File: src/rtl/rhp_pkg.sv
// Shared types, status codes and constants of the RTP header parser.
`default_nettype none

package rhp_pkg;

  // Widest packet length the parser can report (a count of up to 2^16 bytes).
  localparam int unsigned LEN_W = 17;
  // Width of header offsets: fixed header, CSRC list and a 16-bit word count times four.
  localparam int unsigned OFF_W = 19;
  // Entries in the queue between the byte front end and the check pipeline.
  localparam int unsigned QUEUE_DEPTH = 2;

  localparam int unsigned FIXED_HDR_BYTES = 12;
  localparam logic [1:0]  RTP_VERSION     = 2'd2;

  // Status codes, in the order the checks are made, but for ST_TOO_LONG, checked after ST_BAD_VERSION.
  localparam logic [3:0] ST_OK          = 4'd0;
  localparam logic [3:0] ST_SHORT       = 4'd1;
  localparam logic [3:0] ST_BAD_VERSION = 4'd2;
  localparam logic [3:0] ST_CSRC_CUT    = 4'd3;
  localparam logic [3:0] ST_EXT_HDR_CUT = 4'd4;
  localparam logic [3:0] ST_EXT_CUT     = 4'd5;
  localparam logic [3:0] ST_PAD_EMPTY   = 4'd6;
  localparam logic [3:0] ST_PAD_BAD     = 4'd7;
  localparam logic [3:0] ST_TOO_LONG    = 4'd8;

  // One packet byte as it arrives.
  typedef struct packed {
    logic [7:0] data_byte;
    logic       last_byte;
  } rhp_byte_t;

  // One parse result per packet.
  typedef struct packed {
    logic [3:0]  status;
    logic        padding_flag;
    logic        extension_flag;
    logic [3:0]  csrc_count;
    logic        marker_flag;
    logic [6:0]  payload_type;
    logic [15:0] sequence_number;
    logic [31:0] time_stamp;
    logic [31:0] source_id;
    logic [15:0] header_size;
    logic [15:0] payload_size;
  } rhp_result_t;

  // Everything the front end knows about a packet once its last byte is in.
  typedef struct packed {
    logic [7:0]       hdr0;
    logic [7:0]       hdr1;
    logic [15:0]      seq;
    logic [31:0]      ts;
    logic [31:0]      ssrc;
    logic [15:0]      ext_words;
    logic [LEN_W-1:0] len;
    logic [7:0]       last_data;
    logic             overlength;
  } rhp_pkt_info_t;

endpackage

`default_nettype wire

File: src/rtl/rhp_stream_if.sv
// Valid/ready stream interface that carries one payload of a chosen type.
`default_nettype none

interface rhp_stream_if #(
  parameter type T = logic
);
  logic valid;
  logic ready;
  T     data;

  modport source (output valid, output data, input ready);
  modport sink   (input valid, input data, output ready);
endinterface

`default_nettype wire

File: src/rtl/rhp_front.sv
// Byte front end: counts positions, captures header fields, emits a packet summary.
`default_nettype none

module rhp_front #(
  parameter int unsigned LENGTH_WIDTH = 16
) (
  input  logic                  clk,
  input  logic                  rst,
  input  logic                  accept,
  input  rhp_pkg::rhp_byte_t    in_byte,
  output logic                  push,
  output rhp_pkg::rhp_pkt_info_t info
);
  import rhp_pkg::*;

  localparam int unsigned LW = LENGTH_WIDTH;

  logic [LW-1:0] byte_position, byte_position_next;
  logic [7:0]    first_header_byte, first_header_byte_next;
  logic [7:0]    second_header_byte, second_header_byte_next;
  logic [15:0]   sequence_reg, sequence_reg_next;
  logic [31:0]   timestamp_reg, timestamp_reg_next;
  logic [31:0]   source_reg, source_reg_next;
  logic [15:0]   extension_words, extension_words_next;
  logic          overlength_flag, overlength_flag_next;

  logic          at_max;
  logic          capture;
  logic [6:0]    ext_at;
  logic [7:0]    b;

  assign b       = in_byte.data_byte;
  assign at_max  = &byte_position;
  assign capture = accept && !at_max;
  // The extension word count sits two bytes past the end of the CSRC list.
  assign ext_at  = 7'(FIXED_HDR_BYTES + 2) + 7'({first_header_byte[3:0], 2'b00});

  // Capture the byte at its position and advance the saturating count.
  always_comb begin
    byte_position_next      = byte_position;
    first_header_byte_next  = first_header_byte;
    second_header_byte_next = second_header_byte;
    sequence_reg_next       = sequence_reg;
    timestamp_reg_next      = timestamp_reg;
    source_reg_next         = source_reg;
    extension_words_next    = extension_words;
    overlength_flag_next    = overlength_flag | (accept & at_max);
    if (capture) begin
      byte_position_next = byte_position + LW'(1);
      if (byte_position == LW'(0)) begin
        first_header_byte_next = b;
      end else if (byte_position == LW'(1)) begin
        second_header_byte_next = b;
      end else if (byte_position < LW'(4)) begin
        sequence_reg_next = {sequence_reg[7:0], b};
      end else if (byte_position < LW'(8)) begin
        timestamp_reg_next = {timestamp_reg[23:0], b};
      end else if (byte_position < LW'(FIXED_HDR_BYTES)) begin
        source_reg_next = {source_reg[23:0], b};
      end
      if (byte_position == LW'(ext_at) || byte_position == LW'(ext_at) + LW'(1)) begin
        extension_words_next = {extension_words[7:0], b};
      end
    end
  end

  // The summary includes whatever the last byte itself captured.
  assign push = accept && in_byte.last_byte;

  always_comb begin
    info.hdr0       = first_header_byte_next;
    info.hdr1       = second_header_byte_next;
    info.seq        = sequence_reg_next;
    info.ts         = timestamp_reg_next;
    info.ssrc       = source_reg_next;
    info.ext_words  = extension_words_next;
    info.len        = LEN_W'(byte_position) + LEN_W'(1);
    info.last_data  = b;
    info.overlength = overlength_flag_next;
  end

  // Packet state clears after each last byte.
  always_ff @(posedge clk) begin
    if (rst || push) begin
      byte_position      <= '0;
      first_header_byte  <= '0;
      second_header_byte <= '0;
      sequence_reg       <= '0;
      timestamp_reg      <= '0;
      source_reg         <= '0;
      extension_words    <= '0;
      overlength_flag    <= 1'b0;
    end else if (accept) begin
      byte_position      <= byte_position_next;
      first_header_byte  <= first_header_byte_next;
      second_header_byte <= second_header_byte_next;
      sequence_reg       <= sequence_reg_next;
      timestamp_reg      <= timestamp_reg_next;
      source_reg         <= source_reg_next;
      extension_words    <= extension_words_next;
      overlength_flag    <= overlength_flag_next;
    end
  end

endmodule

`default_nettype wire

File: src/rtl/rhp_queue.sv
// Short queue of packet summaries between the front end and the check pipeline.
`default_nettype none

module rhp_queue (
  input  logic                   clk,
  input  logic                   rst,
  input  logic                   push,
  input  rhp_pkg::rhp_pkt_info_t push_data,
  output logic                   full,
  input  logic                   pop,
  output logic                   not_empty,
  output rhp_pkg::rhp_pkt_info_t pop_data
);
  import rhp_pkg::*;

  // Pointers wrap naturally because the depth is a power of two.
  localparam int unsigned PTR_W = (QUEUE_DEPTH > 1) ? $clog2(QUEUE_DEPTH) : 1;
  localparam int unsigned CNT_W = $clog2(QUEUE_DEPTH + 1);

  rhp_pkt_info_t    entries [QUEUE_DEPTH];
  logic [PTR_W-1:0] wr_ptr;
  logic [PTR_W-1:0] rd_ptr;
  logic [CNT_W-1:0] count;
  logic             do_push;
  logic             do_pop;

  assign full      = (count == CNT_W'(QUEUE_DEPTH));
  assign not_empty = (count != '0);
  assign do_push   = push && !full;
  assign do_pop    = pop && not_empty;
  assign pop_data  = entries[rd_ptr];

  // Storage for queued summaries.
  always_ff @(posedge clk) begin
    if (do_push) begin
      entries[wr_ptr] <= push_data;
    end
  end

  // Pointers and occupancy.
  always_ff @(posedge clk) begin
    if (rst) begin
      wr_ptr <= '0;
      rd_ptr <= '0;
      count  <= '0;
    end else begin
      if (do_push) begin
        wr_ptr <= wr_ptr + PTR_W'(1);
      end
      if (do_pop) begin
        rd_ptr <= rd_ptr + PTR_W'(1);
      end
      if (do_push && !do_pop) begin
        count <= count + CNT_W'(1);
      end else if (do_pop && !do_push) begin
        count <= count - CNT_W'(1);
      end
    end
  end

endmodule

`default_nettype wire

File: src/rtl/rhp_back.sv
// Check pipeline: runs the header checks on a packet summary and registers the result.
`default_nettype none

module rhp_back (
  input  logic                   clk,
  input  logic                   rst,
  input  logic                   q_valid,
  input  rhp_pkg::rhp_pkt_info_t q_data,
  output logic                   q_pop,
  rhp_stream_if.source           result
);
  import rhp_pkg::*;

  typedef struct packed {
    logic [7:0]       hdr0;
    logic [7:0]       hdr1;
    logic [15:0]      seq;
    logic [31:0]      ts;
    logic [31:0]      ssrc;
    logic [LEN_W-1:0] len;
    logic [7:0]       last_data;
    logic [3:0]       status;
    logic [6:0]       off;
    logic [7:0]       off4;
    logic [OFF_W-1:0] offx;
  } stage1_t;

  typedef struct packed {
    logic [7:0]       hdr0;
    logic [7:0]       hdr1;
    logic [15:0]      seq;
    logic [31:0]      ts;
    logic [31:0]      ssrc;
    logic [7:0]       last_data;
    logic [3:0]       status;
    logic [OFF_W-1:0] off_sel;
    logic [LEN_W-1:0] payload;
  } stage2_t;

  stage1_t          s1, s1_next;
  stage2_t          s2, s2_next;
  rhp_result_t      res_next;
  logic             s1_valid;
  logic             s2_valid;
  logic             s1_ready;
  logic             s2_ready;
  logic             s3_ready;
  logic             ext2;
  logic             pad3;
  logic [OFF_W-1:0] len2;
  logic [OFF_W-1:0] diff2;
  logic [LEN_W-1:0] pay3;
  logic [3:0]       st3;

  // Each stage moves when it is empty or its successor takes its contents.
  assign s3_ready = !result.valid || result.ready;
  assign s2_ready = !s2_valid || s3_ready;
  assign s1_ready = !s1_valid || s2_ready;
  assign q_pop    = q_valid && s1_ready;

  // Stage 1: early checks and the candidate header offsets.
  always_comb begin
    s1_next.hdr0      = q_data.hdr0;
    s1_next.hdr1      = q_data.hdr1;
    s1_next.seq       = q_data.seq;
    s1_next.ts        = q_data.ts;
    s1_next.ssrc      = q_data.ssrc;
    s1_next.len       = q_data.len;
    s1_next.last_data = q_data.last_data;
    if (q_data.len < LEN_W'(FIXED_HDR_BYTES)) begin
      s1_next.status = ST_SHORT;
    end else if (q_data.hdr0[7:6] != RTP_VERSION) begin
      s1_next.status = ST_BAD_VERSION;
    end else if (q_data.overlength) begin
      s1_next.status = ST_TOO_LONG;
    end else begin
      s1_next.status = ST_OK;
    end
    s1_next.off  = 7'(FIXED_HDR_BYTES) + 7'({q_data.hdr0[3:0], 2'b00});
    s1_next.off4 = 8'(s1_next.off) + 8'd4;
    s1_next.offx = OFF_W'(s1_next.off4) + OFF_W'({q_data.ext_words, 2'b00});
  end

  // Stage 2: length checks against the header layout and the raw payload size.
  assign ext2  = s1.hdr0[4];
  assign len2  = OFF_W'(s1.len);

  always_comb begin
    s2_next.hdr0      = s1.hdr0;
    s2_next.hdr1      = s1.hdr1;
    s2_next.seq       = s1.seq;
    s2_next.ts        = s1.ts;
    s2_next.ssrc      = s1.ssrc;
    s2_next.last_data = s1.last_data;
    if (s1.status != ST_OK) begin
      s2_next.status = s1.status;
    end else if (OFF_W'(s1.off) > len2) begin
      s2_next.status = ST_CSRC_CUT;
    end else if (ext2 && OFF_W'(s1.off4) > len2) begin
      s2_next.status = ST_EXT_HDR_CUT;
    end else if (ext2 && s1.offx > len2) begin
      s2_next.status = ST_EXT_CUT;
    end else begin
      s2_next.status = ST_OK;
    end
    s2_next.off_sel = ext2 ? s1.offx : OFF_W'(s1.off);
    diff2           = len2 - s2_next.off_sel;
    s2_next.payload = diff2[LEN_W-1:0];
  end

  // Stage 3: padding checks and the final result fields.
  assign pad3 = s2.hdr0[5];

  always_comb begin
    pay3 = s2.payload;
    st3  = s2.status;
    if (s2.status == ST_OK && pad3) begin
      if (s2.payload == '0) begin
        st3 = ST_PAD_EMPTY;
      end else if (s2.last_data == 8'd0 || LEN_W'(s2.last_data) > s2.payload) begin
        st3 = ST_PAD_BAD;
      end else begin
        pay3 = s2.payload - LEN_W'(s2.last_data);
      end
    end
    res_next.status          = st3;
    res_next.padding_flag    = s2.hdr0[5];
    res_next.extension_flag  = s2.hdr0[4];
    res_next.csrc_count      = s2.hdr0[3:0];
    res_next.marker_flag     = s2.hdr1[7];
    res_next.payload_type    = s2.hdr1[6:0];
    res_next.sequence_number = s2.seq;
    res_next.time_stamp      = s2.ts;
    res_next.source_id       = s2.ssrc;
    res_next.header_size     = (st3 == ST_OK) ? s2.off_sel[15:0] : 16'd0;
    res_next.payload_size    = (st3 == ST_OK) ? pay3[15:0] : 16'd0;
  end

  // Stage payload registers.
  always_ff @(posedge clk) begin
    if (s1_ready) begin
      s1 <= s1_next;
    end
    if (s2_ready) begin
      s2 <= s2_next;
    end
    if (s3_ready) begin
      result.data <= res_next;
    end
  end

  // Stage valid flags.
  always_ff @(posedge clk) begin
    if (rst) begin
      s1_valid     <= 1'b0;
      s2_valid     <= 1'b0;
      result.valid <= 1'b0;
    end else begin
      if (s1_ready) begin
        s1_valid <= q_valid;
      end
      if (s2_ready) begin
        s2_valid <= s1_valid;
      end
      if (s3_ready) begin
        result.valid <= s2_valid;
      end
    end
  end

endmodule

`default_nettype wire

File: src/rtl/rtp_header_parser.sv
// A packet's summary is queued as its last byte is accepted and then registered in
// check stages 1, 2 and 3. Throughput: one byte per cycle while the queue has room;
// a result can leave every cycle the receiver is ready, via the three-stage pipeline.
// Input stalls only when the two-entry summary queue is full.
// Reset (synchronous, active high) clears the byte count, captured fields, queue and
// all pipeline valid flags; the block accepts bytes in the first cycle after reset.
`default_nettype none

module rtp_header_parser #(
  // Packet length counter width, 8 to 16; longer packets report too long.
  parameter int unsigned LENGTH_WIDTH = 16
) (
  input  logic         clk,
  input  logic         rst,
  rhp_stream_if.sink   packet,
  rhp_stream_if.source result
);
  import rhp_pkg::*;

  logic          accept;
  logic          push;
  logic          q_full;
  logic          q_not_empty;
  logic          q_pop;
  rhp_pkt_info_t push_info;
  rhp_pkt_info_t pop_info;

  // A byte transaction completes whenever the queue has room for a summary.
  assign packet.ready = !q_full;
  assign accept       = packet.valid && packet.ready;

  rhp_front #(
    .LENGTH_WIDTH (LENGTH_WIDTH)
  ) u_front (
    .clk     (clk),
    .rst     (rst),
    .accept  (accept),
    .in_byte (packet.data),
    .push    (push),
    .info    (push_info)
  );

  rhp_queue u_queue (
    .clk       (clk),
    .rst       (rst),
    .push      (push),
    .push_data (push_info),
    .full      (q_full),
    .pop       (q_pop),
    .not_empty (q_not_empty),
    .pop_data  (pop_info)
  );

  rhp_back u_back (
    .clk     (clk),
    .rst     (rst),
    .q_valid (q_not_empty),
    .q_data  (pop_info),
    .q_pop   (q_pop),
    .result  (result)
  );

endmodule

`default_nettype wire

File: src/flat_wrapper.sv
// flat-port wrapper written by rule: the top's interface ports become plain ports
module rtp_header_parser_flat import rhp_pkg::*;
#(
                                                                          
  parameter int unsigned LENGTH_WIDTH = 16
)
  (clk, rst, packet_valid, packet_data, packet_ready, result_valid, result_data, result_ready);
  rhp_stream_if #(.T(rhp_byte_t)) packet_i ();
  rhp_stream_if #(.T(rhp_result_t)) result_i ();
  input  logic clk;
  input  logic rst;
  input wire logic [$bits(packet_i.valid)-1:0] packet_valid;
  input wire logic [$bits(packet_i.data)-1:0] packet_data;
  output wire logic [$bits(packet_i.ready)-1:0] packet_ready;
  output wire logic [$bits(result_i.valid)-1:0] result_valid;
  output wire logic [$bits(result_i.data)-1:0] result_data;
  input wire logic [$bits(result_i.ready)-1:0] result_ready;
  assign packet_i.valid = packet_valid;
  assign packet_i.data = packet_data;
  assign packet_ready = packet_i.ready;
  assign result_valid = result_i.valid;
  assign result_data = result_i.data;
  assign result_i.ready = result_ready;
  rtp_header_parser #(.LENGTH_WIDTH(LENGTH_WIDTH)) u_core (.clk(clk), .rst(rst), .packet(packet_i), .result(result_i));
endmodule
File: config.mk
export PLATFORM = sky130hd
export DESIGN_NAME = rtp_header_parser_flat
export DESIGN_NICKNAME = d
export VERILOG_FILES = /design/src/rtl/rhp_pkg.sv /design/src/rtl/rhp_stream_if.sv /design/src/rtl/rhp_front.sv /design/src/rtl/rhp_queue.sv /design/src/rtl/rhp_back.sv /design/src/rtl/rtp_header_parser.sv /design/src/flat_wrapper.sv
export SDC_FILE = /design/constraint.sdc
export NUM_CORES = 1
export LEC_CHECK = 0
export BUFFER_PORTS_ARGS = -buffer_cell sky130_fd_sc_hd__buf_2
export CELL_PAD_IN_SITES_DETAIL_PLACEMENT = 0
export CELL_PAD_IN_SITES_GLOBAL_PLACEMENT = 1
export CORE_MARGIN = 4
export CORE_UTILIZATION = 35
export CTS_BUF_LIST = sky130_fd_sc_hd__clkbuf_2 sky130_fd_sc_hd__clkbuf_4 sky130_fd_sc_hd__clkbuf_8
export CTS_CLUSTER_DIAMETER = 200
export DETAILED_ROUTE_END_ITERATION = 8
export GPL_ROUTABILITY_DRIVEN = 0
export MAX_ROUTING_LAYER = met4
export PLACE_DENSITY = 0.57
export SLEW_MARGIN = 20
export SYNTH_ARGS = -nofsm -noshare
export SYNTH_HDL_FRONTEND = slang
export SYNTH_HIERARCHICAL = 1
export SYNTH_SLANG_ARGS = --single-unit
File: constraint.sdc
create_clock -name clk -period 7.5 [get_ports clk]
set_input_delay 1.125 -clock clk [delete_from_list [all_inputs] [get_ports clk]]
set_output_delay 1.125 -clock clk [all_outputs]
set_load 0.01 [all_outputs]
## After elaboration in Yosys (flattened, before gate mapping)

Memories as Yosys holds them, arrays and structs flattened. A register that Yosys moved wholly into a read port is not among the register bits.
Cells that the tools add are included.

- Register bits after elaboration: 562
- Memory bits (writable): 276
- Input port bits: 13
- Output and inout port bits: 132
- Logic and storage cells: 151
- Memories: 1

- Add/subtract/negate cells: 13
- $lt $le $gt $ge: 8
- Eq/ne operators: 5
- Muxes and demuxes: 41
- Bitwise logic cells: 2
- Reductions and logical operators: 35

Memories:

| name | depth | bits a word | rd ports | clocked after memory_dff | wr ports | line | text |
|---|---|---|---|---|---|---|---|
| u_core.u_queue.entries | 2 | 138 | 1 | 1 | 1 | rhp_queue.sv:20 | `rhp_pkt_info_t entries [QUEUE_DEPTH];` |

Operator list:

| cell | count |
|---|---|
| $mux 32 | 11 |
| $mux 16 | 9 |
| $mux 8 | 5 |
| $gt 8x17->1 | 2 |
| $lt 16x4->1 const B | 2 |
| $mux 4 | 5 |
| $add 8x18->19 | 1 |
| $gt 19x17->1 | 1 |
| $add 16x1->17 const B | 1 |
| $gt 7x17->1 | 1 |
| $logic_not 17->1 | 1 |
| $lt 17x4->1 const B | 1 |
| $mux 17 | 1 |
| $sub 17x17->17 | 1 |
| $add 16x1->16 const B | 1 |
| $eq 16x1->1 const B | 1 |
| $eq 16x7->1 | 1 |
| $eq 16x8->1 | 1 |
| $logic_not 16->1 | 1 |
| $lt 16x3->1 const B | 1 |
| $reduce_and 16->1 | 1 |
| $sub 16x8->16 | 1 |
| $add 4x6->7 const A | 2 |
| $logic_and 1x1->1 | 11 |
| other kinds (20) | 41 |

## Longest topological paths before layout

Gate-level depths: netlist (run 1).

- Word-level depth: 9
- Depth in mapped cells: 13
- Gate-level depth less buffers: 12

## By module

Netlist (run 1), hierarchy kept.

By module, submodules not included:

| module | times used | cells an instance | area each (sq um) | sequential area each (sq um) |
|---|---|---|---|---|
| rhp_back | 1 | 921 | 16,056.6 | 12,492.0 |
| rhp_queue | 1 | 454 | 10,217.3 | 8,388.0 |
| rhp_front | 1 | 805 | 6,219.7 | 2,582.5 |
| rtp_header_parser | 1 | 2 | 10.0 | 0.0 |

## Worst setup path before layout (run 1)

OpenSTA, ideal clock, no wires.

- Kind: input port to flip-flop
- Start: in result_ready
- End: reg u_core.u_back.s1 (netlist bit u_core/u_back/ext2), enable pin
- Setup time: 1,631 ps
- Data arrival time: 4,754 ps
- Data required time: 5,869 ps
- Slack: 1,114 ps
- Stages: 2
- Path buffers: 0
- Cells stage by stage: nor2b_1 nand3_1

- Cells in the longest elaborated chain, start to end: 3

Ends and longest elaborated chain:

| element | line | text |
|---|---|---|
| start: declaration | flat_wrapper.sv:17 | `input wire logic [$bits(result_i.ready)-1:0] result_ready;` |
| $logic_or 1x1->1 | rhp_back.sv:56 | `assign s3_ready = !result.valid \|\| result.ready;` |
| $logic_or 1x1->1 | rhp_back.sv:57 | `assign s2_ready = !s2_valid \|\| s3_ready;` |
| $logic_or 1x1->1 | rhp_back.sv:58 | `assign s1_ready = !s1_valid \|\| s2_ready;` |
| end signal: assignment | rhp_back.sv:142 | `s1 <= s1_next;` |
| end: declaration | rhp_back.sv:40 | `stage1_t s1, s1_next;` |

Every way passes these cells.
A chain may end at the register's enable or synchronous reset.

==> flow_metrics.py, run 1 <==
metrics = {
    "run_status": {
        "status": "finished clean",
    },
    "cts": {
        "cts_max_level": 4,
        "cts.path.max_buffers": 3,
        "insertion_delay_ps": 800,
        "cts_setup_buffers": 0,
        "numCtsBuffers": 139,
        "cts_sinks": 827,
        "clk_pin_slew_worst_paths_ps": 60,
        "cts_tree": "done",
        "cts.repair.resized": 0,
        "hold_buffers": 0,
        "cts-root-buf": "clkbuf_8",
    },
    "grt": {
        "grt.overflow.total": 0,
        "grt_pass1_wl_um": 109500,
        "grtUsageMet3": 0.03339,
        "grt_max_degree": 151,
        "gr-usage-met2": 0.2414,
        "grt_use_met1": 0.1829,
        "grt_pass1_vias": 18690,
        "grt_antenna_before_repair": 1,
        "track_usage": 0.1485,
        "grt-busiest-layer": "met2",
    },
    "worst_setup_path": {
        "critPathLaunchType": "register",
        "criticalPathCategory": "reg2reg",
        "endpoint_kind": "register",
        "required_ps": 8020,
        "cp_max_fo": 47,
        "rr_worst_depth": 11,
        "arrival_ps": 4570,
    },
    "timing": {
        "max_freq_mhz": 247.1,
        "rsz0062_at_grt": "false",
        "timing.final.crit_share": 0.5396,
        "setup-violations-final": 0,
        "clock_skew_ps": 29.18,
        "maxSlewHeadroom": 0.2558,
        "worst_slack_ps": 3453,
        "period_needed_ps": 4047,
        "tightest_slew_ps": 1116,
        "slew_viol_final": 0,
        "fin_tns_setup_ps": 0,
        "hold_violations": 0,
    },
    "worst_hold_path": {
        "hp-class": "reg2reg",
        "min_path_cells": 0,
    },
    "yosys": {
        "synth_cell_types": 79,
        "ys_seq_area_frac": 0.7218,
        "syn-cell-area_um2": 32500,
        "synthCells": 2182,
        "syn_avg_cell_area_um2": 14.90,
        "ys_seq_elements": 827,
        "ys.flop_type": "edfxtp_1",
        "async_flop_share": 0,
        "yosys_warnings": 6,
        "synth-edff-count": 690,
    },
    "final_layout": {
        "area_delta_synth_final_pct": 14.44,
        "fin_nets": 2452,
        "mostFrequentLayoutCells": "edfxtp_1 (690), nand2_1 (167), mux2_2 (155)",
        "postLayoutCoreUtil": 0.4046,
        "layout_commonest_cell": "edfxtp_1",
        "num-fill-cells": 8556,
        "drive_gt1_frac": 0.2402,
        "largest_register": "u_core/u_queue/entries",
        "largest_register_ffs": 276,
        "reg.largest.list": "u_core/u_queue/entries x276, u_core/u_back/s1 x131, u_core/u_back/result.data x128",
    },
    "placed_design": {
        "hpwl_um": 43300,
        "place_ws_ps": 3355,
        "numPortBuffers": 142,
    },
    "pwr": {
        "power.leakage_nw": 14.08,
        "powerDensity_nw_per_um2": 369.2,
        "ir_worst_vdd_mv": 0.1425,
    },
    "drt": {
        "drt_wl_total_um": 70740,
        "drt_iter0_drc": 1052,
        "dr.pass1.iters": 5,
        "drc_errors": 0,
        "vias_per_cell": 4.866,
        "num_vias": 18130,
        "drtAntennaViolNets": 0,
        "wire_per_inst_um": 18.99,
    },
    "floorplanning": {
        "die_x_um": 312.7,
        "die_area_um2": 97810,
        "io_pins": 145,
        "fp-row-count": 111,
        "die_y_um": 312.7,
        "core_area_um2": 91940,
        "initial_core_util": 0.3535,
    },
    "job": {
        "maxCapViolCount": 0,
    },
}
[logic make-up after synthesis]
kind of cell / count (synthesis) / share of synthesized area
flip-flops: 827 / 0.7218
AND/OR/NAND/NOR: 499 / 0.07914
AO/OA/AOI/OAI: 359 / 0.06702
buffers and inverters: 198 / 0.02983
multiplexers: 176 / 0.06017
adder cells (fa/ha/maj): 72 / 0.02841
XOR/XNOR: 50 / 0.01347
other: 1 / 0.0001154
[per-stage QoR]
stage	instances	hold WS [ps]	total power, mW	area (um^2)
after floorplan	2185	400.3	8.754	32510
after global placement	3469	402.8	9.783	34320
after detailed placement	3469	404.5	9.816	34320
after CTS	3724	409.9	13.98	37180
after global routing	3725	420.0	14.56	37200
final	3725	413.2	13.73	37200
[Yosys cell counts (all sizes together) (6+ instances only)]
| master | instances | share of area |
|---|---|---|
| edfxtp | 690 | 0.64 |
| nand2 | 168 | 0.019 |
| mux2 | 155 | 0.054 |
| dfxtp | 137 | 0.084 |
| a21oi | 136 | 0.021 |
| o21ai | 128 | 0.020 |
| nand3 | 113 | 0.018 |
| inv | 78 | 0.0090 |
| clkbuf | 72 | 0.0083 |
| ha | 69 | 0.027 |
| nor2 | 50 | 0.0061 |
| buf | 48 | 0.013 |
| xnor2 | 33 | 0.0089 |
| nand4 | 30 | 0.0058 |
| mux2i | 21 | 0.0065 |
| nor4 | 20 | 0.0048 |
| a211oi | 19 | 0.0065 |
| or4 | 18 | 0.0045 |
| xor2 | 17 | 0.0046 |
| nor3b | 16 | 0.0037 |
| nor2b | 14 | 0.0028 |
| nor3 | 14 | 0.0022 |
| o31ai | 13 | 0.0030 |
| a21o | 11 | 0.0025 |
| and3 | 9 | 0.0017 |
| or3 | 9 | 0.0017 |
| and4 | 8 | 0.0022 |
| or2 | 7 | 0.0013 |
| a31oi | 6 | 0.0012 |
| o21a | 6 | 0.0014 |
[critical path, cell delays in order, from the launching register on]
cell and delay [ps]:
dfxtp_4 780, buf_4 570, mux2_2 460, o21ai_0 110, xor2_1 230, inv_1 80
a31o_2 270, ha_1 340, a21boi_0 320, o211a_1 290, and3_1 210, xor2_1 80
[path summary, 6_finish.rpt]
kind              slack (ps)                 start                    endpoint
setup reg to reg        3450              register        u_core/u_back/s1[16]
hold reg to reg          410  u_core/u_back/s1[68]  u_core/u_back/res_next[37]
setup / recovery        3450              register        u_core/u_back/s1[16]
hold / removal           410  u_core/u_back/s1[68]  u_core/u_back/res_next[37]
[cell type report]
class	instances	area [um^2]	area share
sequential	827	23470	0.6309
clock buffer	193	2362	0.06351
antenna	1	2.502	0.00006728
tap	1243	1555	0.04181
timing repair buffer	161	873.3	0.02348
clock inverter	62	498.0	0.01339
multi-input combinational	1160	8135	0.2187
inverter	78	302.8	0.008140
[per-layer routing]
metal  routed length (um)  vias to the layer above
li1                     -                     8619
met1                30800                     8939
met2                34690                      447
met3                 3351                      120
met4                 1895                        0
met5                    0                        -
[power breakdown]
part / internal [mW] / switching, mW / total [mW]
combinational: 1.17 / 1.74 / 2.90
sequential: 6.29 / 0.491 / 6.78
clock: 2.22 / 1.83 / 4.05
total: 9.68 / 4.06 / 13.7
Note: power is estimated with default switching activity, not from simulation.
==> run 2, diff against run 1 <==
==> constraint.sdc (replaced) <==
create_clock -name clk -period 3.95 [get_ports clk]
set_input_delay 0.5925 -clock clk [delete_from_list [all_inputs] [get_ports clk]]
set_output_delay 0.5925 -clock clk [all_outputs]
set_load 0.01 [all_outputs]
==> run 2 against run 1 <==
Net effect:
- largest power group unchanged
- routed wire length increased by 1.5%
- non-clock buffer count increased by 18
- flip-flop and latch count unchanged
- setup slack got worse by 2700 ps
- combinational power increased by 94%
- via count increased by 0.50%
- maximum frequency increased by 26%
- first-iteration DRC count increased by 3.9%
- die area unchanged
- core utilization increased by 0.37 points
- final cell count increased by 0.56%
- worst hold slack got worse by 280 ps
==> flow_metrics.py, run 2 (same netlist as run 1, synthesis figures left out) <==
metrics = {
    "run_status": {
        "status": "finished clean",
    },
    "grt": {
        "grt_antenna_before_repair": 4,
        "grtUsageMet3": 0.03286,
        "grt_pass1_vias": 18760,
        "track_usage": 0.1510,
        "grt.overflow.total": 0,
        "grt_pass1_wl_um": 110900,
        "grt_max_degree": 97,
        "grt-busiest-layer": "met2",
        "grt_use_met1": 0.1859,
        "gr-usage-met2": 0.2455,
    },
    "final_layout": {
        "reg.largest.list": "u_core/u_queue/entries x276, u_core/u_back/s1 x131, u_core/u_back/result.data x128",
        "largest_register_ffs": 276,
        "fin_nets": 2472,
        "drive_gt1_frac": 0.2519,
        "mostFrequentLayoutCells": "edfxtp_1 (690), nand2_1 (167), clkbuf_8 (155), mux2_2 (155), buf_2 (142)",
        "postLayoutCoreUtil": 0.4083,
        "area_delta_synth_final_pct": 15.49,
        "largest_register": "u_core/u_queue/entries",
        "layout_commonest_cell": "edfxtp_1",
    },
    "drt": {
        "wire_per_inst_um": 19.16,
        "drt_iter0_drc": 1093,
        "drc_errors": 0,
        "drtAntennaViolNets": 0,
        "vias_per_cell": 4.863,
        "num_vias": 18220,
        "dr.pass1.iters": 7,
        "drt_wl_total_um": 71760,
    },
    "job": {
        "maxCapViolCount": 0,
    },
    "pwr": {
        "total_power_mw": 26.33,
        "clock_power_share": 0.298,
        "ir_worst_vdd_mv": 0.3602,
        "switching_share": 0.2947,
        "comb_power_share": 0.214,
        "p_int_mw": 18.57,
        "power.leakage_nw": 14.24,
        "p_switching_mw": 7.762,
        "seqPwrFrac": 0.488,
        "powerDensity_nw_per_um2": 701.5,
    },
    "worst_setup_path": {
        "required_ps": 4480,
        "cp_max_fo": 6,
        "arrival_ps": 3750,
        "criticalPathCategory": "reg2reg",
        "endpoint_kind": "register",
        "critPathLaunchType": "register",
    },
    "floorplanning": {
        "fp-row-count": 111,
        "io_pins": 145,
        "die_area_um2": 97810,
        "initial_core_util": 0.3535,
        "die_y_um": 312.7,
        "die_x_um": 312.7,
        "core_area_um2": 91940,
    },
    "timing": {
        "hold_slack_ps": 131.4,
        "maxSlewHeadroom": 0.2840,
        "setup-violations-final": 0,
        "tightest_slew_ps": 1074,
        "max_freq_mhz": 310.7,
        "hold_violations": 0,
        "worst_slack_ps": 731.8,
        "period_needed_ps": 3218,
        "rsz0062_at_grt": "false",
        "fin_tns_setup_ps": 0,
        "clock_skew_ps": 47.37,
        "slew_viol_final": 0,
        "timing.final.crit_share": 0.8147,
    },
    "cts": {
        "cts.path.max_buffers": 3,
        "cts.repair.resized": 0,
        "numCtsBuffers": 141,
        "cts_tree": "done",
        "hold_buffers": 0,
        "cts_max_level": 4,
        "cts_setup_buffers": 0,
        "clk_pin_slew_worst_paths_ps": 60,
        "cts_sinks": 827,
        "cts-root-buf": "clkbuf_8",
        "insertion_delay_ps": 790,
    },
    "placed_design": {
        "numPortBuffers": 142,
        "hpwl_um": 44910,
        "place_ws_ps": 765.9,
    },
    "worst_hold_path": {
        "hp-class": "in2reg",
    },
}
-- run 2: worst max-delay path, stage by stage, from the launching register on --
cell	delay, ps
dfxtp_4	370
mux2_2	390
inv_1	110
ha_1	220
xnor2_1	160
nand3_1	120
xor2_1	180
ha_1	340
o21ai_0	120
a21boi_0	350
o211a_1	310
nand4_1	130
xnor2_1	150
-- run 2: final cells by class --
type | instances | area, um^2
fill | 8499 | 54400
sequential | 827 | 23470
multi-input combinational | 1160 | 8143
clock buffer | 213 | 2569
tap | 1243 | 1555
timing repair buffer | 179 | 1126
clock inverter | 44 | 374.1
inverter | 78 | 301.5
antenna | 2 | 5.005
-- run 2: power by group through the flow --
stage          Combinational (mW)  Sequential, mW  Clock, mW
6_report                     5.63            12.9       7.85
5_1_grt                      6.28            13.1       8.60
4_1_cts                      5.74            12.9       8.17
3_5_place_dp                 5.70            13.0          0
3_3_place_gp                 5.62            13.0          0
2_1_floorplan                3.75            12.9          0
-- run 2: worst paths after layout --
check,startpoint,endpoint,slack [ps],cells past startpoint
max,register,u_core/u_back/s1[12],730,12
min,rst,u_core/u_back/s2_valid,130,2
max reg2reg,register,u_core/u_back/s1[12],730,12
min reg2reg,u_core/u_back/s1[67],u_core/u_back/res_next[36],400,0
-- run 2: layer usage --
metal,vias to the layer above,part of all wire,routed length (um)
met5,-,0,0
met4,0,0.027,1910
met3,140,0.045,3213
met2,438,0.49,35290
met1,8980,0.44,31350
li1,8657,-,-
-- run 2: through the flow --
stage	cell area (um^2)	std cells
after floorplan	32540	2185
after global placement	34590	3487
after detailed placement	34590	3487
after CTS	37530	3744
after global routing	37540	3746
final	37540	3746
